**src/rtl/core/lrumtf_pkg.sv**
```systemverilog
// ----------------------------------------------------------------------------
// lrumtf_pkg
// shared constants, payload structs and controller/datapath links for the
// move-to-front lru cache
// ----------------------------------------------------------------------------
`timescale 1ns / 1ps
`default_nettype none

package lrumtf_pkg;

   localparam int CAPACITY      = 128;
   localparam int KEY_WIDTH     = 16;
   localparam int PAYLOAD_WIDTH = 32;
   localparam int COUNT_WIDTH   = $clog2(CAPACITY + 1);

   localparam logic OP_LOOKUP = 1'b0;
   localparam logic OP_STORE  = 1'b1;

   typedef logic [KEY_WIDTH-1:0]     key_type;
   typedef logic [PAYLOAD_WIDTH-1:0] payload_type;
   typedef logic [COUNT_WIDTH-1:0]   count_type;
   typedef logic [CAPACITY-1:0]      cell_vec_type;

   typedef struct packed {
      logic        operation;
      logic [15:0] lookup_key;
      logic [31:0] store_payload;
   } req_type;

   typedef struct packed {
      logic        hit;
      logic [31:0] found_payload;
   } rsp_type;

   // controller to datapath
   typedef struct packed {
      logic capture;
      logic select;
      logic update;
   } cmd_type;

   // datapath to controller
   typedef struct packed {
      logic store_op;
   } status_type;

endpackage

`default_nettype wire

```
**src/rtl/core/lrumtf_ctrl.sv**
```systemverilog
// ----------------------------------------------------------------------------
// lrumtf_ctrl
// sequencer: capture and compare, select the match, update the cells and
// hand the lookup item to the output register
// ----------------------------------------------------------------------------
`timescale 1ns / 1ps
`default_nettype none

module lrumtf_ctrl (
   input  wire logic                  clock,
   input  wire logic                  reset,
   input  wire logic                  req_valid,
   output logic                       req_stall,
   output logic                       rsp_valid,
   input  wire logic                  rsp_stall,
   output lrumtf_pkg::cmd_type        cmd,
   input  wire lrumtf_pkg::status_type status
);
   import lrumtf_pkg::*;

   typedef enum logic [2:0] {
      ST_IDLE   = 3'b001,
      ST_SELECT = 3'b010,
      ST_UPDATE = 3'b100
   } state_type;

   state_type state_ff, state_in;
   logic      rsp_valid_ff, rsp_valid_in;
   logic      rsp_blocked;

   assign rsp_blocked = rsp_valid_ff && rsp_stall;

   always_comb begin
      state_in    = state_ff;
      cmd         = '0;
      req_stall   = 1'b1;
      unique case (state_ff)
         ST_IDLE: begin
            req_stall = 1'b0;
            if (req_valid) begin
               cmd.capture = 1'b1;
               state_in    = ST_SELECT;
            end
         end
         ST_SELECT: begin
            cmd.select = 1'b1;
            state_in   = ST_UPDATE;
         end
         ST_UPDATE: begin
            if (status.store_op || !rsp_blocked) begin
               cmd.update = 1'b1;
               state_in   = ST_IDLE;
            end
         end
         default: begin
            state_in = ST_IDLE;
         end
      endcase
   end

   always_comb begin
      rsp_valid_in = rsp_valid_ff && rsp_stall;
      if (cmd.update && !status.store_op) begin
         rsp_valid_in = 1'b1;
      end
   end

   always_ff @(posedge clock) begin
      if (reset) begin
         state_ff     <= ST_IDLE;
         rsp_valid_ff <= 1'b0;
      end else begin
         state_ff     <= state_in;
         rsp_valid_ff <= rsp_valid_in;
      end
   end

   assign rsp_valid = rsp_valid_ff;

   // an accepted item always goes on to the select step
   a_accept_to_select: assert property (@(posedge clock) disable iff (reset)
      (req_valid && !req_stall) |=> (state_ff == ST_SELECT))
      else $error("accepted item did not reach select");

   // a new result only appears from the update step of a lookup
   a_rsp_source: assert property (@(posedge clock) disable iff (reset)
      $rose(rsp_valid_ff) |-> ($past(state_ff) == ST_UPDATE && !$past(status.store_op)))
      else $error("result raised outside a lookup update");

   // the update never overwrites a result still held by a stall
   a_no_overwrite: assert property (@(posedge clock) disable iff (reset)
      (cmd.update && !status.store_op) |-> !rsp_blocked)
      else $error("result overwritten while stalled");

   // only one command at a time
   a_cmd_onehot: assert property (@(posedge clock) disable iff (reset)
      $onehot0(cmd))
      else $error("more than one command asserted");

endmodule

`default_nettype wire

```
**config.mk**
```make
export PLATFORM = sky130hd
export DESIGN_NAME = lrumtf_ctrl
export DESIGN_NICKNAME = d
export VERILOG_FILES = /design/src/rtl/core/lrumtf_pkg.sv /design/src/rtl/core/lrumtf_ctrl.sv
export SDC_FILE = /design/constraint.sdc
export NUM_CORES = 1
export LEC_CHECK = 0
export BUFFER_PORTS_ARGS = -buffer_cell sky130_fd_sc_hd__buf_2
export CAP_MARGIN = 10
export CORE_AREA = 2 2 39 41
export DETAILED_ROUTE_END_ITERATION = 10
export DIE_AREA = 0 0 41 43
export HOLD_SLACK_MARGIN = 0.1
export SKIP_LAST_GASP = 1
export SYNTH_ARGS = -nofsm -noshare
export SYNTH_HDL_FRONTEND = slang
export SYNTH_SLANG_ARGS = --single-unit
export TNS_END_PERCENT = 5
```
**constraint.sdc**
```tcl
create_clock -name clock -period 1 [get_ports clock]
set_input_delay 0.1 -clock clock [delete_from_list [all_inputs] [get_ports clock]]
set_output_delay 0.1 -clock clock [all_outputs]
set_load 0.005 [all_outputs]
```
; ---- Word-level counts from Yosys, hierarchy flattened
; Index checks and enable logic that the tools add are counted.
[op_classes]
reduce_logical = 6
mux = 10
eq_ne = 5
[op_table]
columns = cell, n
row1 = case mux 3 bit (3 select lines), 1
row2 = two-way mux 1 bit, 7
row3 = two-way mux 3 bit, 2
row4 = != test 2 bit (second input constant), 2
row5 = equality test 3 x 1 -> 1 bit (second input constant), 1
row6 = equality test 3 x 2 -> 1 bit (second input constant), 1
row7 = equality test 3 bit (second input constant), 1
row8 = logical AND 1 bit, 2
row9 = zero test 1 bit, 2
row10 = AND reduction 2 bit, 1
row11 = logical OR 1 bit, 1
[word_totals]
regBits = 4
out_inout_bits = 5
inputBits = 5

; ---- Longest topological paths before layout
[depth]
ltp_word = 7
depth_mapped = 3
depth_no_buf = 3

; ---- Worst setup path before layout
; OpenSTA, ideal clock, no wires.
[synth_path]
path_kind = register to register
startpoint = register state_ff[0]
endpoint = register state_ff[0]
path_slack_ps = -2
t_arrival_ps = 888
path_stages_with_launch = 4
required_ps = 886
synth_period_minus_slack_ps = 1002
path_cell_list = dfxtp_1 nor4b_2 nand3_1 a21o_1
[synth_via]
elab_chain_cells = 3
word_cells_on_any_way = 7
[synth_rtl]
columns = element, line_no
row1 = "start, declared", lrumtf_ctrl.sv:27  ; state_type state_ff, state_in;
row2 = "start signal, assigned", lrumtf_ctrl.sv:73  ; state_ff <= state_in;
row3 = equality test 3 bit / equality test 3 x 1 -> 1 bit (equally long branches), lrumtf_ctrl.sv:37  ; unique case (state_ff)
row4 = != test 2 bit (no source line), n/a
row5 = AND reduction 2 bit (no source line), n/a
; Several ways; a longest one is shown, not always the timed one.
; A chain may end at the register's enable or synchronous reset.

==> run_results.csv <==
group,metric,value,unit
run_status,outcome,"finished with violations",
run_status,violations,"setup timing",
drt,drt_pass1_iterations,2,
sta,maxSlewViolCount,0,
sta,period_minus_slack,1.17,ns
sta,relSlewSlack,0.861,
placed_design,dp_slack,-0.0535,ns
final_layout,drive_above_1_share,0.628,
synth,yosysTopAreaCell,"dfxtp_1",
worst_setup_path,critical_path_class,"flip-flop to output port",
die,start_util,0.147,
global_route,antenna_found_initial,0,
power,peakVddDrop,355,µV
global_route,grt_pass1_vias,234,
synth,postSynthCellCount,23,
final_layout,utilization,0.287,
synth,ys_types,13,
clock_tree,clk_latency,0.23,ns
final_layout,antenna_cells,0,
synth,ys_warn_count,0,
clock_tree,clk_pin_slew,0.03,ns
die,coreArea,1380,µm²
sta,fin_skew,0.00110,ns
power,p_per_area,1140,nW/µm²
power,p_leak,0.182,nW
worst_setup_path,cp_max_fo,4,
drt,vias,236,
drt,route.detailed.drc,0,
synth,synth.net_count,28,
clock_tree,clock_path_buffers,2,
clock_tree,cts_tree,"built",
global_route,grt_max_degree,7,
drt,ant_nets,0,
die,fp.dieW,41,µm
sta,grt_setup_unrepaired,"true",
worst_hold_path,whs_path_depth,3,
placed_design,io_buffers,9,
drt,wl_per_cell,8.59,µm
die,fp-row-count,14,
worst_setup_path,arrival,1.07,ns
synth,synth_top_area_frac,0.393,
sta,clock.fmax,851,MHz
synth,yosysSeqAreaShare,0.393,
synth,syn_area,204,µm²
drt,drt_wl_total,507,µm
synth,syn_area_per_cell,8.87,µm²
die,die_h,43,µm
sta,hold_violations,0,
worst_setup_path,rr_worst_depth,4,
sta,min_period_over_period,1.17,
drt,drtIter0Drc,1,
final_layout,final_nets,50,
worst_hold_path,min_path_type,"input port to flip-flop",
power,p_total,0.453,mW
drt,drt-vias-per-instance,4.00,
final_layout,syn_to_final_growth,94.5,%
die,ioPinCount,10,
worst_setup_path,startpoint_type,"flip-flop",
clock_tree,htree_levels,1,
global_route,track_usage,0.0804,
global_route,grt_pass1_wl,869,µm
clock_tree,cts_buffers,3,
sta,whs,0.125,ns
sta,worst_slack,-0.175,ns
sta,tightest_slew,0.208,ns
clock_tree,clock-sinks,4,
die,die-area,1760,µm²
worst_setup_path,critPathRequiredTime,0.90,ns
placed_design,gp_congestion,0.678,
sta,setup-violations-final,7,
synth,synth_seq_cells,4,
synth,synth.area.top_cells,"dfxtp_1, nor3b_2, nor2_1",
flow_run,maxCapViolations,0,
global_route,overflow,0,
clock_tree,root_buffer,"clkbuf_4",
worst_setup_path,end_kind,"output port",
## power breakdown
| part | switching [mW] | total, mW | leakage, nW | internal [mW] |
|---|---|---|---|---|
| Combinational | 0.0324 | 0.0824 | 0.134 | 0.0500 |
| Sequential | 0.0121 | 0.178 | 0.0339 | 0.166 |
| Clock | 0.0585 | 0.192 | 0.0138 | 0.134 |
## layout make-up
cell class              count  area [µm²]
flip-flops and latches      4        88.8
clock buffers               3        22.5
fillers                   157         987
inverters                   2        7.51
multi-input cells          17         146
well taps                  16        20.0
repair buffers             17         111
## sequential cells by signal, summed over array words and instances (netlist names)
register and count:
rsp_valid 1, state_ff 3
## worst max-delay path: stages (launching register included)
cell and delay [ns]:
dfxtp_4 0.35, buf_6 0.12, nor4b_4 0.23, buf_2 0.14
## cell usage after synthesis (all sizes together)
cell type,number
a21o,1
a21oi,2
a41oi,1
and2b,1
dfxtp,4
inv,2
nand2,2
nand3,1
nor2,4
nor3,1
nor3b,2
nor4b,2
## per-layer routing
metal  GRT usage  up-vias  part of all wire
met3      0.0314        0             0.067
met2       0.125        5              0.59
met1      0.0710      107              0.35
met4      0.0800        0                 0
met5           0        -                 0
li1            -      124                 -
## placed cells by master (no fill, tap or decap)
cell type / n
a21o_1: 1
a21oi_1: 2
a41oi_1: 1
and2b_2: 1
buf_2: 9
buf_4: 6
buf_6: 1
clkbuf_4: 3
dfxtp_1: 1
dfxtp_2: 1
dfxtp_4: 2
dlygate4sd3_1: 1
inv_1: 2
nand2_1: 2
nand3_1: 1
nor2_1: 4
nor3_1: 1
nor3b_2: 1
nor3b_4: 1
nor4b_4: 2
## metrics by stage
stage / TNS (ns) / instance area, µm² / instances
CTS: -1.06 / 375 / 59
global route: -1.42 / 397 / 59
global placement: -0.104 / 307 / 53
detailed placement: -0.0893 / 307 / 53
floorplan: 0 / 204 / 23
finish: -0.857 / 397 / 59
## worst paths after layout
path / startpoint / endpoint / slack, ns
worst min-delay path: req_valid / state_ff[1]$_SDFFE_PP0P_ / 0.13
worst max register to register: state_ff[1]$_SDFFE_PP0P_ / state_ff[0]$_SDFFE_PP1P_ / -0.13
worst min register to register: state_ff[0]$_SDFFE_PP1P_ / state_ff[2]$_SDFFE_PP0P_ / 0.49
worst max-delay path: state_ff[1]$_SDFFE_PP0P_ / cmd[0] / -0.17
## cell families after synthesis
kind of cell,synth area share
simple gates,0.442
flops,0.393
compound gates,0.129
buf+inv,0.0368
## timing repair
item,4_1_cts,5_1_grt
hold buffers,1,0
pin swaps,1,2
setup endpoints to repair,6,7
cloned,0,0
hold endpoints to repair,3,0
gates resized for setup,6,4
buffers inserted,2,0
Power figures use the tool's default switching activity.
